===== src/rtl/atd_pkg.sv =====
// Shared types, constants and helper functions for the ASCII telegram deframer.
// Used by atd_front, atd_queue, atd_back and ascii_telegram_deframer.
// No dependencies.
package atd_pkg;

   // Telegram layout and limits.
   localparam logic [6:0] MAX_PAYLOAD    = 7'd99;
   localparam logic [7:0] MIN_FRAME      = 8'd13;
   localparam logic [6:0] POSITION_LIMIT = 7'd127;
   localparam logic [6:0] DATA_START     = 7'd10;
   localparam logic [6:0] WINDOW_LEN     = 7'd6;

   // Byte positions of the header fields.
   localparam logic [6:0] POS_ADDR_LAST  = 7'd2;
   localparam logic [6:0] POS_ACTION     = 7'd3;
   localparam logic [6:0] POS_PARAM_FIRST = 7'd5;
   localparam logic [6:0] POS_PARAM_LAST = 7'd7;
   localparam logic [6:0] POS_LEN_HIGH   = 7'd8;
   localparam logic [6:0] POS_LEN_LOW    = 7'd9;

   // Six-byte payload codes.
   localparam logic [47:0] CODE_NODEF = 48'h4E4F5F444546;
   localparam logic [47:0] CODE_RANGE = 48'h5F52414E4745;
   localparam logic [47:0] CODE_LOGIC = 48'h5F4C4F474943;

   // Result kinds.
   localparam logic KIND_PAYLOAD = 1'b0;
   localparam logic KIND_STATUS  = 1'b1;

   // Status codes.
   localparam logic [2:0] STATUS_OK    = 3'd0;
   localparam logic [2:0] STATUS_FRAME = 3'd1;
   localparam logic [2:0] STATUS_NODEF = 3'd2;
   localparam logic [2:0] STATUS_RANGE = 3'd3;
   localparam logic [2:0] STATUS_LOGIC = 3'd4;

   // Depth of the queue between front and back.
   localparam int QUEUE_DEPTH = 2;

   // One classified transfer handed from the front to the back.
   typedef struct packed {
      logic        kind;
      logic [7:0]  data_byte;
      logic [6:0]  index;
      logic [23:0] address;
      logic [7:0]  action;
      logic [23:0] parameter_chars;
      logic [6:0]  length_value;
      logic        length_bad;
      logic [7:0]  frame_len;
      logic [23:0] trailing;
      logic [7:0]  sum;
      logic [47:0] window;
   } entry_type;

   // True for an ASCII decimal digit.
   function automatic logic is_digit(input logic [7:0] c);
      return (c >= 8'h30) && (c <= 8'h39);
   endfunction

   // Value of an ASCII digit (valid only when is_digit holds).
   function automatic logic [3:0] digit_value(input logic [7:0] c);
      logic [7:0] d;
      d = c - 8'h30;
      return d[3:0];
   endfunction

endpackage


===== src/rtl/atd_front.sv =====
// Front end of the deframer: accepts bytes, tracks the telegram fields and
// decides which bytes produce a result. Depends on atd_pkg.
module atd_front #(
   parameter logic [6:0] MAX_PAYLOAD    = atd_pkg::MAX_PAYLOAD,
   parameter logic [6:0] POSITION_LIMIT = atd_pkg::POSITION_LIMIT
) (
   input  logic               clock,
   input  logic               reset,
   input  logic               req_valid,
   output logic               req_stall,
   input  logic [7:0]         req_rx_byte,
   input  logic               req_final_byte,
   output logic               push,
   output atd_pkg::entry_type push_entry,
   input  logic               queue_full
);

   logic [6:0]  pos_ff,    pos_in;
   logic [23:0] addr_ff,   addr_in;
   logic [7:0]  action_ff, action_in;
   logic [23:0] param_ff,  param_in;
   logic [6:0]  len_ff,    len_in;
   logic        bad_ff,    bad_in;
   logic [23:0] trail_ff,  trail_in;
   logic [7:0]  sum_ff,    sum_in;
   logic [47:0] window_ff, window_in;

   logic        accept;
   logic        in_data;
   logic [7:0]  data_end;
   logic [6:0]  high_digit;

   assign req_stall = queue_full;
   assign accept    = req_valid && !queue_full;

   // Data field bounds for payload pass-through, using the length before this byte.
   assign data_end = {1'b0, atd_pkg::DATA_START} + {1'b0, len_ff};
   assign in_data  = (pos_ff >= atd_pkg::DATA_START) && !bad_ff
                     && (len_ff <= MAX_PAYLOAD)
                     && ({1'b0, pos_ff} < data_end);

   assign high_digit = 7'(atd_pkg::digit_value(req_rx_byte)) * 7'd10;

   // Next value of the field registers for the byte being accepted.
   always_comb begin
      pos_in    = pos_ff;
      addr_in   = addr_ff;
      action_in = action_ff;
      param_in  = param_ff;
      len_in    = len_ff;
      bad_in    = bad_ff;
      sum_in    = sum_ff;
      window_in = window_ff;
      trail_in  = {trail_ff[15:0], req_rx_byte};
      if (pos_ff >= atd_pkg::POS_ACTION) begin
         sum_in = sum_ff + trail_ff[23:16];
      end
      if (pos_ff <= atd_pkg::POS_ADDR_LAST) begin
         addr_in = {addr_ff[15:0], req_rx_byte};
      end else if (pos_ff == atd_pkg::POS_ACTION) begin
         action_in = req_rx_byte;
      end else if (pos_ff >= atd_pkg::POS_PARAM_FIRST && pos_ff <= atd_pkg::POS_PARAM_LAST) begin
         param_in = {param_ff[15:0], req_rx_byte};
      end else if (pos_ff == atd_pkg::POS_LEN_HIGH) begin
         if (atd_pkg::is_digit(req_rx_byte)) begin
            len_in = high_digit;
         end else begin
            bad_in = 1'b1;
            len_in = '0;
         end
      end else if (pos_ff == atd_pkg::POS_LEN_LOW) begin
         if (atd_pkg::is_digit(req_rx_byte) && !bad_ff) begin
            len_in = len_ff + 7'(atd_pkg::digit_value(req_rx_byte));
         end else begin
            bad_in = 1'b1;
            len_in = '0;
         end
      end
      if (pos_ff >= atd_pkg::DATA_START
          && pos_ff < atd_pkg::DATA_START + atd_pkg::WINDOW_LEN) begin
         window_in = {window_ff[39:0], req_rx_byte};
      end
      if (pos_ff < POSITION_LIMIT) begin
         pos_in = pos_ff + 7'd1;
      end
   end

   // Transfer toward the back end: payload bytes and end-of-telegram snapshots.
   always_comb begin
      push_entry.kind            = req_final_byte ? atd_pkg::KIND_STATUS
                                                  : atd_pkg::KIND_PAYLOAD;
      push_entry.data_byte       = req_rx_byte;
      push_entry.index           = pos_ff - atd_pkg::DATA_START;
      push_entry.address         = addr_in;
      push_entry.action          = action_in;
      push_entry.parameter_chars = param_in;
      push_entry.length_value    = len_in;
      push_entry.length_bad      = bad_in;
      push_entry.frame_len       = {1'b0, pos_ff} + 8'd1;
      push_entry.trailing        = trail_in;
      push_entry.sum             = sum_in;
      push_entry.window          = window_in;
   end

   assign push = accept && (req_final_byte || in_data);

   // Field registers; everything returns to zero after the final byte.
   always_ff @(posedge clock) begin
      if (reset || (accept && req_final_byte)) begin
         pos_ff    <= '0;
         addr_ff   <= '0;
         action_ff <= '0;
         param_ff  <= '0;
         len_ff    <= '0;
         bad_ff    <= 1'b0;
         trail_ff  <= '0;
         sum_ff    <= '0;
         window_ff <= '0;
      end else if (accept) begin
         pos_ff    <= pos_in;
         addr_ff   <= addr_in;
         action_ff <= action_in;
         param_ff  <= param_in;
         len_ff    <= len_in;
         bad_ff    <= bad_in;
         trail_ff  <= trail_in;
         sum_ff    <= sum_in;
         window_ff <= window_in;
      end
   end

endmodule


===== src/rtl/atd_queue.sv =====
// Short register queue that decouples the front end from the back end.
// Depends on atd_pkg for the entry type and depth.
module atd_queue (
   input  logic               clock,
   input  logic               reset,
   input  logic               push,
   input  atd_pkg::entry_type push_entry,
   output logic               full,
   input  logic               pop,
   output atd_pkg::entry_type head,
   output logic               empty
);

   localparam int PTR_W = (atd_pkg::QUEUE_DEPTH > 1) ? $clog2(atd_pkg::QUEUE_DEPTH) : 1;
   localparam int CNT_W = $clog2(atd_pkg::QUEUE_DEPTH + 1);
   localparam logic [CNT_W-1:0] DEPTH_CNT = CNT_W'(atd_pkg::QUEUE_DEPTH);
   localparam logic [PTR_W-1:0] LAST_PTR  = PTR_W'(atd_pkg::QUEUE_DEPTH - 1);
   localparam logic [PTR_W-1:0] PTR_ONE   = PTR_W'(1);
   localparam logic [CNT_W-1:0] CNT_ONE   = CNT_W'(1);

   atd_pkg::entry_type slot_ff [atd_pkg::QUEUE_DEPTH];
   logic [PTR_W-1:0]   wr_ptr_ff, wr_ptr_in;
   logic [PTR_W-1:0]   rd_ptr_ff, rd_ptr_in;
   logic [CNT_W-1:0]   count_ff,  count_in;

   assign full  = (count_ff == DEPTH_CNT);
   assign empty = (count_ff == '0);
   assign head  = slot_ff[rd_ptr_ff];

   // Pointer and fill-count updates.
   always_comb begin
      wr_ptr_in = wr_ptr_ff;
      rd_ptr_in = rd_ptr_ff;
      count_in  = count_ff;
      if (push) begin
         wr_ptr_in = (wr_ptr_ff == LAST_PTR) ? '0 : wr_ptr_ff + PTR_ONE;
      end
      if (pop) begin
         rd_ptr_in = (rd_ptr_ff == LAST_PTR) ? '0 : rd_ptr_ff + PTR_ONE;
      end
      if (push && !pop) begin
         count_in = count_ff + CNT_ONE;
      end else if (pop && !push) begin
         count_in = count_ff - CNT_ONE;
      end
   end

   always_ff @(posedge clock) begin
      if (reset) begin
         wr_ptr_ff <= '0;
         rd_ptr_ff <= '0;
         count_ff  <= '0;
      end else begin
         wr_ptr_ff <= wr_ptr_in;
         rd_ptr_ff <= rd_ptr_in;
         count_ff  <= count_in;
      end
   end

   // Storage needs no reset; the fill count guards it.
   always_ff @(posedge clock) begin
      if (push) begin
         slot_ff[wr_ptr_ff] <= push_entry;
      end
   end

endmodule


===== src/rtl/atd_back.sv =====
// Back end of the deframer: turns queued entries into result transfers,
// checking frame length, checksum digits and payload codes. Depends on atd_pkg.
module atd_back #(
   parameter logic [6:0] MAX_PAYLOAD = atd_pkg::MAX_PAYLOAD,
   parameter logic [7:0] MIN_FRAME   = atd_pkg::MIN_FRAME
) (
   input  logic               clock,
   input  logic               reset,
   input  atd_pkg::entry_type head,
   input  logic               empty,
   output logic               pop,
   output logic               rsp_valid,
   input  logic               rsp_stall,
   output logic               rsp_item_kind,
   output logic [7:0]         rsp_payload_byte,
   output logic [6:0]         rsp_payload_index,
   output logic [23:0]        rsp_address_chars,
   output logic [7:0]         rsp_action_char,
   output logic [23:0]        rsp_parameter_chars,
   output logic [6:0]         rsp_declared_length,
   output logic [2:0]         rsp_status,
   output logic [9:0]         rsp_received_sum,
   output logic [7:0]         rsp_computed_sum
);

   logic        valid_ff;
   logic        kind_ff;
   logic [7:0]  byte_ff;
   logic [6:0]  index_ff;
   logic [23:0] addr_ff;
   logic [7:0]  action_ff;
   logic [23:0] param_ff;
   logic [6:0]  len_ff;
   logic [2:0]  status_ff;
   logic [9:0]  rsum_ff;
   logic [7:0]  csum_ff;

   logic        kind_in;
   logic [7:0]  byte_in;
   logic [6:0]  index_in;
   logic [23:0] addr_in;
   logic [7:0]  action_in;
   logic [23:0] param_in;
   logic [6:0]  len_in;
   logic [2:0]  status_in;
   logic [9:0]  rsum_in;
   logic [7:0]  csum_in;

   logic [7:0]  c0, c1, c2;
   logic        digits_ok;
   logic        frame_bad;
   logic [7:0]  expected_len;
   logic [9:0]  rsum_value;

   // The output register loads the queue head while empty or being drained.
   assign pop       = !empty && (!valid_ff || !rsp_stall);
   assign rsp_valid = valid_ff;

   assign c0 = head.trailing[23:16];
   assign c1 = head.trailing[15:8];
   assign c2 = head.trailing[7:0];
   assign digits_ok = atd_pkg::is_digit(c0) && atd_pkg::is_digit(c1)
                      && atd_pkg::is_digit(c2);
   assign expected_len = MIN_FRAME + {1'b0, head.length_value};
   assign frame_bad = head.length_bad || (head.length_value > MAX_PAYLOAD)
                      || (head.frame_len != expected_len) || !digits_ok;
   assign rsum_value = 10'(atd_pkg::digit_value(c0)) * 10'd100
                       + 10'(atd_pkg::digit_value(c1)) * 10'd10
                       + 10'(atd_pkg::digit_value(c2));

   // Result fields for the entry at the head of the queue.
   always_comb begin
      kind_in   = head.kind;
      byte_in   = '0;
      index_in  = '0;
      addr_in   = '0;
      action_in = '0;
      param_in  = '0;
      len_in    = '0;
      status_in = atd_pkg::STATUS_OK;
      rsum_in   = '0;
      csum_in   = '0;
      if (head.kind == atd_pkg::KIND_PAYLOAD) begin
         byte_in  = head.data_byte;
         index_in = head.index;
      end else if (head.frame_len < MIN_FRAME) begin
         status_in = atd_pkg::STATUS_FRAME;
      end else begin
         addr_in   = head.address;
         action_in = head.action;
         param_in  = head.parameter_chars;
         len_in    = head.length_value;
         if (frame_bad) begin
            status_in = atd_pkg::STATUS_FRAME;
         end else begin
            if (head.length_value == atd_pkg::WINDOW_LEN) begin
               unique if (head.window == atd_pkg::CODE_NODEF) begin
                  status_in = atd_pkg::STATUS_NODEF;
               end else if (head.window == atd_pkg::CODE_RANGE) begin
                  status_in = atd_pkg::STATUS_RANGE;
               end else if (head.window == atd_pkg::CODE_LOGIC) begin
                  status_in = atd_pkg::STATUS_LOGIC;
               end else begin
                  status_in = atd_pkg::STATUS_OK;
               end
            end
            rsum_in = rsum_value;
            csum_in = head.sum;
            // A checksum mismatch overrides any payload code.
            if (rsum_value != {2'b00, head.sum}) begin
               status_in = atd_pkg::STATUS_FRAME;
            end
         end
      end
   end

   // Output valid flag.
   always_ff @(posedge clock) begin
      if (reset) begin
         valid_ff <= 1'b0;
      end else if (!valid_ff || !rsp_stall) begin
         valid_ff <= pop;
      end
   end

   // Output payload register.
   always_ff @(posedge clock) begin
      if (pop) begin
         kind_ff   <= kind_in;
         byte_ff   <= byte_in;
         index_ff  <= index_in;
         addr_ff   <= addr_in;
         action_ff <= action_in;
         param_ff  <= param_in;
         len_ff    <= len_in;
         status_ff <= status_in;
         rsum_ff   <= rsum_in;
         csum_ff   <= csum_in;
      end
   end

   assign rsp_item_kind       = kind_ff;
   assign rsp_payload_byte    = byte_ff;
   assign rsp_payload_index   = index_ff;
   assign rsp_address_chars   = addr_ff;
   assign rsp_action_char     = action_ff;
   assign rsp_parameter_chars = param_ff;
   assign rsp_declared_length = len_ff;
   assign rsp_status          = status_ff;
   assign rsp_received_sum    = rsum_ff;
   assign rsp_computed_sum    = csum_ff;

endmodule


===== src/rtl/ascii_telegram_deframer.sv =====
// Top level of the ASCII telegram deframer: front end, queue and back end.
// Depends on atd_pkg, atd_front, atd_queue and atd_back.
//
//   channel | direction | handshake            | payload
//   req_    | in        | req_valid/req_stall  | rx_byte, final_byte
//   rsp_    | out       | rsp_valid/rsp_stall  | kind, payload byte/index, header, status, sums
//
// One byte is accepted per cycle while req_stall is low; each result is registered in the
// queue and then in the output register. The front end stalls only when the two-entry
// queue is full, which happens only after the result channel has stalled.
// Reset is synchronous and clears the telegram fields, the queue and the
// output valid flag; no clearing pass is needed.
module ascii_telegram_deframer #(
   parameter logic [6:0] MAX_PAYLOAD    = atd_pkg::MAX_PAYLOAD,
   parameter logic [7:0] MIN_FRAME      = atd_pkg::MIN_FRAME,
   parameter logic [6:0] POSITION_LIMIT = atd_pkg::POSITION_LIMIT
) (
   input  logic        clock,
   input  logic        reset,
   input  logic        req_valid,
   output logic        req_stall,
   input  logic [7:0]  req_rx_byte,
   input  logic        req_final_byte,
   output logic        rsp_valid,
   input  logic        rsp_stall,
   output logic        rsp_item_kind,
   output logic [7:0]  rsp_payload_byte,
   output logic [6:0]  rsp_payload_index,
   output logic [23:0] rsp_address_chars,
   output logic [7:0]  rsp_action_char,
   output logic [23:0] rsp_parameter_chars,
   output logic [6:0]  rsp_declared_length,
   output logic [2:0]  rsp_status,
   output logic [9:0]  rsp_received_sum,
   output logic [7:0]  rsp_computed_sum
);

   logic               push;
   atd_pkg::entry_type push_entry;
   logic               queue_full;
   logic               pop;
   atd_pkg::entry_type head;
   logic               empty;

   // Byte classification and field tracking.
   atd_front #(
      .MAX_PAYLOAD    (MAX_PAYLOAD),
      .POSITION_LIMIT (POSITION_LIMIT)
   ) u_front (
      .clock          (clock),
      .reset          (reset),
      .req_valid      (req_valid),
      .req_stall      (req_stall),
      .req_rx_byte    (req_rx_byte),
      .req_final_byte (req_final_byte),
      .push           (push),
      .push_entry     (push_entry),
      .queue_full     (queue_full)
   );

   // Decoupling queue.
   atd_queue u_queue (
      .clock      (clock),
      .reset      (reset),
      .push       (push),
      .push_entry (push_entry),
      .full       (queue_full),
      .pop        (pop),
      .head       (head),
      .empty      (empty)
   );

   // Status evaluation and output register.
   atd_back #(
      .MAX_PAYLOAD (MAX_PAYLOAD),
      .MIN_FRAME   (MIN_FRAME)
   ) u_back (
      .clock               (clock),
      .reset               (reset),
      .head                (head),
      .empty               (empty),
      .pop                 (pop),
      .rsp_valid           (rsp_valid),
      .rsp_stall           (rsp_stall),
      .rsp_item_kind       (rsp_item_kind),
      .rsp_payload_byte    (rsp_payload_byte),
      .rsp_payload_index   (rsp_payload_index),
      .rsp_address_chars   (rsp_address_chars),
      .rsp_action_char     (rsp_action_char),
      .rsp_parameter_chars (rsp_parameter_chars),
      .rsp_declared_length (rsp_declared_length),
      .rsp_status          (rsp_status),
      .rsp_received_sum    (rsp_received_sum),
      .rsp_computed_sum    (rsp_computed_sum)
   );

endmodule

===== config.mk =====
export PLATFORM = sky130hd
export DESIGN_NAME = ascii_telegram_deframer
export DESIGN_NICKNAME = d
export VERILOG_FILES = /design/src/rtl/atd_pkg.sv /design/src/rtl/atd_front.sv /design/src/rtl/atd_queue.sv /design/src/rtl/atd_back.sv /design/src/rtl/ascii_telegram_deframer.sv
export SDC_FILE = /design/constraint.sdc
export NUM_CORES = 1
export LEC_CHECK = 0
export BUFFER_PORTS_ARGS = -buffer_cell sky130_fd_sc_hd__buf_2
export CAP_MARGIN = 20
export CELL_PAD_IN_SITES_DETAIL_PLACEMENT = 0
export CELL_PAD_IN_SITES_GLOBAL_PLACEMENT = 1
export CORE_MARGIN = 5
export CORE_UTILIZATION = 40
export DETAILED_ROUTE_END_ITERATION = 6
export PLACE_DENSITY = 0.74
export SLEW_MARGIN = 0
export SYNTH_ARGS = -nofsm -noshare
export SYNTH_HDL_FRONTEND = slang
export SYNTH_SLANG_ARGS = --single-unit
export TNS_END_PERCENT = 50

===== constraint.sdc =====
create_clock -name clock -period 27 [get_ports clock]
set_input_delay 6.75 -clock clock [delete_from_list [all_inputs] [get_ports clock]]
set_output_delay 6.75 -clock clock [all_outputs]
set_load 0.005 [all_outputs]

==> results.md <==
- The flow ran to the end, and the final reports show no timing, DRC or antenna violations.
- The share of post-route cells with drive strength above 1 is 0.170.
- The count of antenna-violating nets left after detailed routing is 0.
- The slack of the critical path is 17730 ps.
- By count the netlist is led by edfxtp_1 (420), nor2_1 (261), nand2_1 (200).
- Clock latency on the worst-skew pair, taken at its later pin, is 610 ps.
- The most frequently used flop master after synthesis is edfxtp_1.
- The global-route wire length before repair is 80900 um.
- The number of buffers on the longest clock path is 3.
- For this block, the routed nets add up to 51200 um of wire.
- The die covers 0.0653 sq mm.
- The horizontal die dimension is 256 um.
- Dividing the detail-routed wire length by the instance count gives 18.2 um.
- Averaged over all synthesized cells, the footprint is 12.7 sq um.
- Buffers inserted to repair hold after CTS numbered 0.
- The residual DRC count is 0.
- The TritonCTS clock tree is yes.
- Clock tree synthesis inserted a total of 53 buffers.
- The worst path needs 9270 ps of the cycle, external delays included.
- Across the routed clock network, the largest skew measured is 21.5 ps.
- The post-cts gate resize count is 0.
- The source of the critical timing path is req_valid.
- The count of cell types in the netlist is 70.
- The cell type contributing the most total cell area after synthesis is edfxtp_1.
- The number of cell rows is 90.
- The total global routing overflow is 0.
- The slowest stage of the critical path is the buf_4 cell.
- After synthesis, the share of flip-flops with an asynchronous set or reset is 0.
- The family of cells with the greatest summed delay on the critical path is simple AND/OR/NAND/NOR gates.
- The total clock sinks is 577.
- Data arrives at the worst endpoint at 9490 ps.
- The worst hold path begins at u_front.window_ff[43].
- The top fanout value on the critical path is 70.
- The number of max-cap violations is 0.
- The number of global-route vias before repair came to 14400.
- VDD sags by at most 58.3 uV.
- 0 antenna diodes ended up in the layout.
- Timing would allow up to 0.108 GHz.
- Setup total negative slack on the finished layout was measured at 0 ps.
- Once the clock tree was built, the setup fixing pass inserted 0 buffers.
- The kind of end point of the critical path is a flop.
- The count of port buffers added during placement is 114.
- The number of hold violations in the final report is 0.
- After the first detailed-routing iteration, the DRC count stood at 822.
- Dividing the final minimum period by the clock period gives 0.343.
- During I/O placement, the number of pins put on the boundary was 115.
- In this run the power density over the cells is 96.3 mW/mm^2.
- Among all cell types in the netlist, the one instantiated most often is edfxtp_1.
- In this design, the stage delay of the slowest critical-path cell is 840 ps.
- For this design the static power due to leakage is 9.72 nW.
- The post-route cell area is 0.0272 sq mm.
- The maximum number of pins on one net before global-route repair is 90.
- The final-stage net count is 2073.
- The final max-slew violation count is 0.
- Detailed placement finished with a half-perimeter wire length of 33200 um.
- The signal on the critical path passes through buf_2 > and2_4 > o21a_1 > nor2b_4 > buf_4.
- The count of cells along the worst register-to-register path is 14.
- The post-synthesis register bit count is 577.
- On the final layout, the worst hold slack is 452 ps.
- Yosys mapped a number of flops with a built-in enable equal to 420.
- Setup repair after global routing left no endpoint under its margin.
- The worst setup path is launched from an input port.
- The worst hold path was traced through 2 stages.
- Of the synthesized area, sequential elements account for 0.653.
- The actual transition at the worst max-transition pin is 1070 ps.
- The placeable core area is 0.0600 sq mm.
- The area growth from synthesis to final layout is 12.8%.
- The overall fraction of global-route tracks in use is 0.152.
- The post-detailed-route via-to-cell ratio is 5.17.
- For the worst setup path, the data required time is 27220 ps.
- The die is 256 um tall.
- The number of instances in the synthesized netlist is 1903.
- The worst setup slack before clock tree synthesis is 17090 ps.
- The starting density of the core is 0.402.
- The worst pin sits at a relative slew slack of 0.286.
- The count of final setup violators is 0.
- The critical path in this run is classified as input port to flop.
- The path class of the lowest-slack min-delay path is flop to flop.
- The total cell area at the placement stage is 0.0254 sq mm.
- The number of antenna violations at the first check in global routing came to 1.
- In this run the number of H-tree levels came out at 2.
- Once layout is complete, the utilization of the core stands at 0.454.
- The area share of the leading cell type in the synthesized netlist is 0.523.
- The number of nets in the synthesized netlist is 1984.
- The library cell used as clock root buffer is clkbuf_16.
- Together, buffers and inverters on the worst path number 2.
- The critical path crosses 5 cells after its start point.
- Yosys attributes the largest share of cell area to edfxtp_1 (52%), dfxtp_1 (13%), mux2_2 (5.1%), nor2_1 (4.1%), mux2i_1 (3.9%).
- The routability congestion estimate is 0.833.
- The number of detailed-route iterations in the first pass is 5.
- During synthesis, Yosys emitted a total of 0 warnings.
- After clock tree synthesis, the clock-pin slew on the worst setup and hold paths is 60 ps.
- The routed layout has 14600 vias.
- The area of the mapped netlist is 0.0241 sq mm.
-- power breakdown --
part	internal, W	leakage, nW	switching, W
clock network	0.000437	0.866	0.000325
registers	0.00113	5.24	0.0000674
logic	0.000256	3.61	0.000407
-- layer usage --
metal / global-route usage / vias up / wire [um] / share of wire
li1: - / 7029 / - / -
met1: 0.197 / 7175 / 22200 / 0.43
met2: 0.264 / 294 / 25400 / 0.50
met3: 0.0289 / 77 / 2280 / 0.044
met4: 0.0438 / 2 / 1320 / 0.026
met5: 0 / - / 13 / 0.00025
-- placed cells by master (no fill, tap or decap), types with 13 or more instances in the layout --
master / netlist / routed
xor2_1: 28 / 28
ha_1: 60 / 60
xnor2_1: 37 / 37
clkbuf_16: 0 / 53
mux2i_1: 93 / 93
nand2_1: 200 / 197
nor2_1: 261 / 261
mux2_2: 109 / 109
nand3_1: 20 / 20
dfxtp_1: 157 / 156
buf_4: 1 / 13
edfxtp_1: 420 / 420
nor3_1: 72 / 72
o21ai_0: 27 / 27
nor4b_1: 14 / 14
a21oi_1: 106 / 106
buf_2: 10 / 114
inv_1: 41 / 40
-- worst min-delay path: stages (launching register included) --
cell and delay, ps:
dfxtp_1 300, nand2_1 50, a21oi_1 50
-- state kept, by name, summed over array words and instances, names as in the netlist, 10 cells and up, named ones only --
name and cells:
u_front.trail_ff 24, u_front.param_ff 24, u_back.rsp_received_sum 10, u_front.window_ff 48, u_queue.slot_ff 320, u_back.rsp_address_chars 24
u_front.addr_ff 24, u_back.rsp_parameter_chars 24
-- logic make-up (layout without fill, tap and decap cells) --
logic type	after synthesis	in the layout	share of synthesized area
simple gates	647	647	0.120
flops	577	577	0.653
compound gates	205	205	0.0514
mux	204	204	0.0906
buf+inv	137	271	0.0235
fa+ha+maj	68	68	0.0377
xor+xnor	65	65	0.0236
-- path summary, 6_finish.rpt --
path / to / slack [ps]
worst max-delay path: u_queue.slot_ff[0][53] / 17730
worst min-delay path: u_front.window_ff[43] / 450
worst max register to register: u_back.rsp_status[0] / 21190
worst min register to register: u_front.window_ff[43] / 450
-- layout make-up --
cell class / instances / area, sq um
sequential: 577 / 15800
multi-input combinational: 1189 / 7870
clock inverter: 38 / 397
clock buffer: 62 / 1390
timing repair buffer: 128 / 673
tap: 782 / 978
inverter: 43 / 164
fill: 5327 / 32800
-- stage by stage --
stage / instances / power (W)
2_1_floorplan: 1903 / 0.00169
3_3_place_gp: 2718 / 0.00187
3_5_place_dp: 2718 / 0.00189
4_1_cts: 2818 / 0.00265
5_1_grt: 2819 / 0.00277
6_report: 2819 / 0.00262
(Power assumes the default switching activity.)
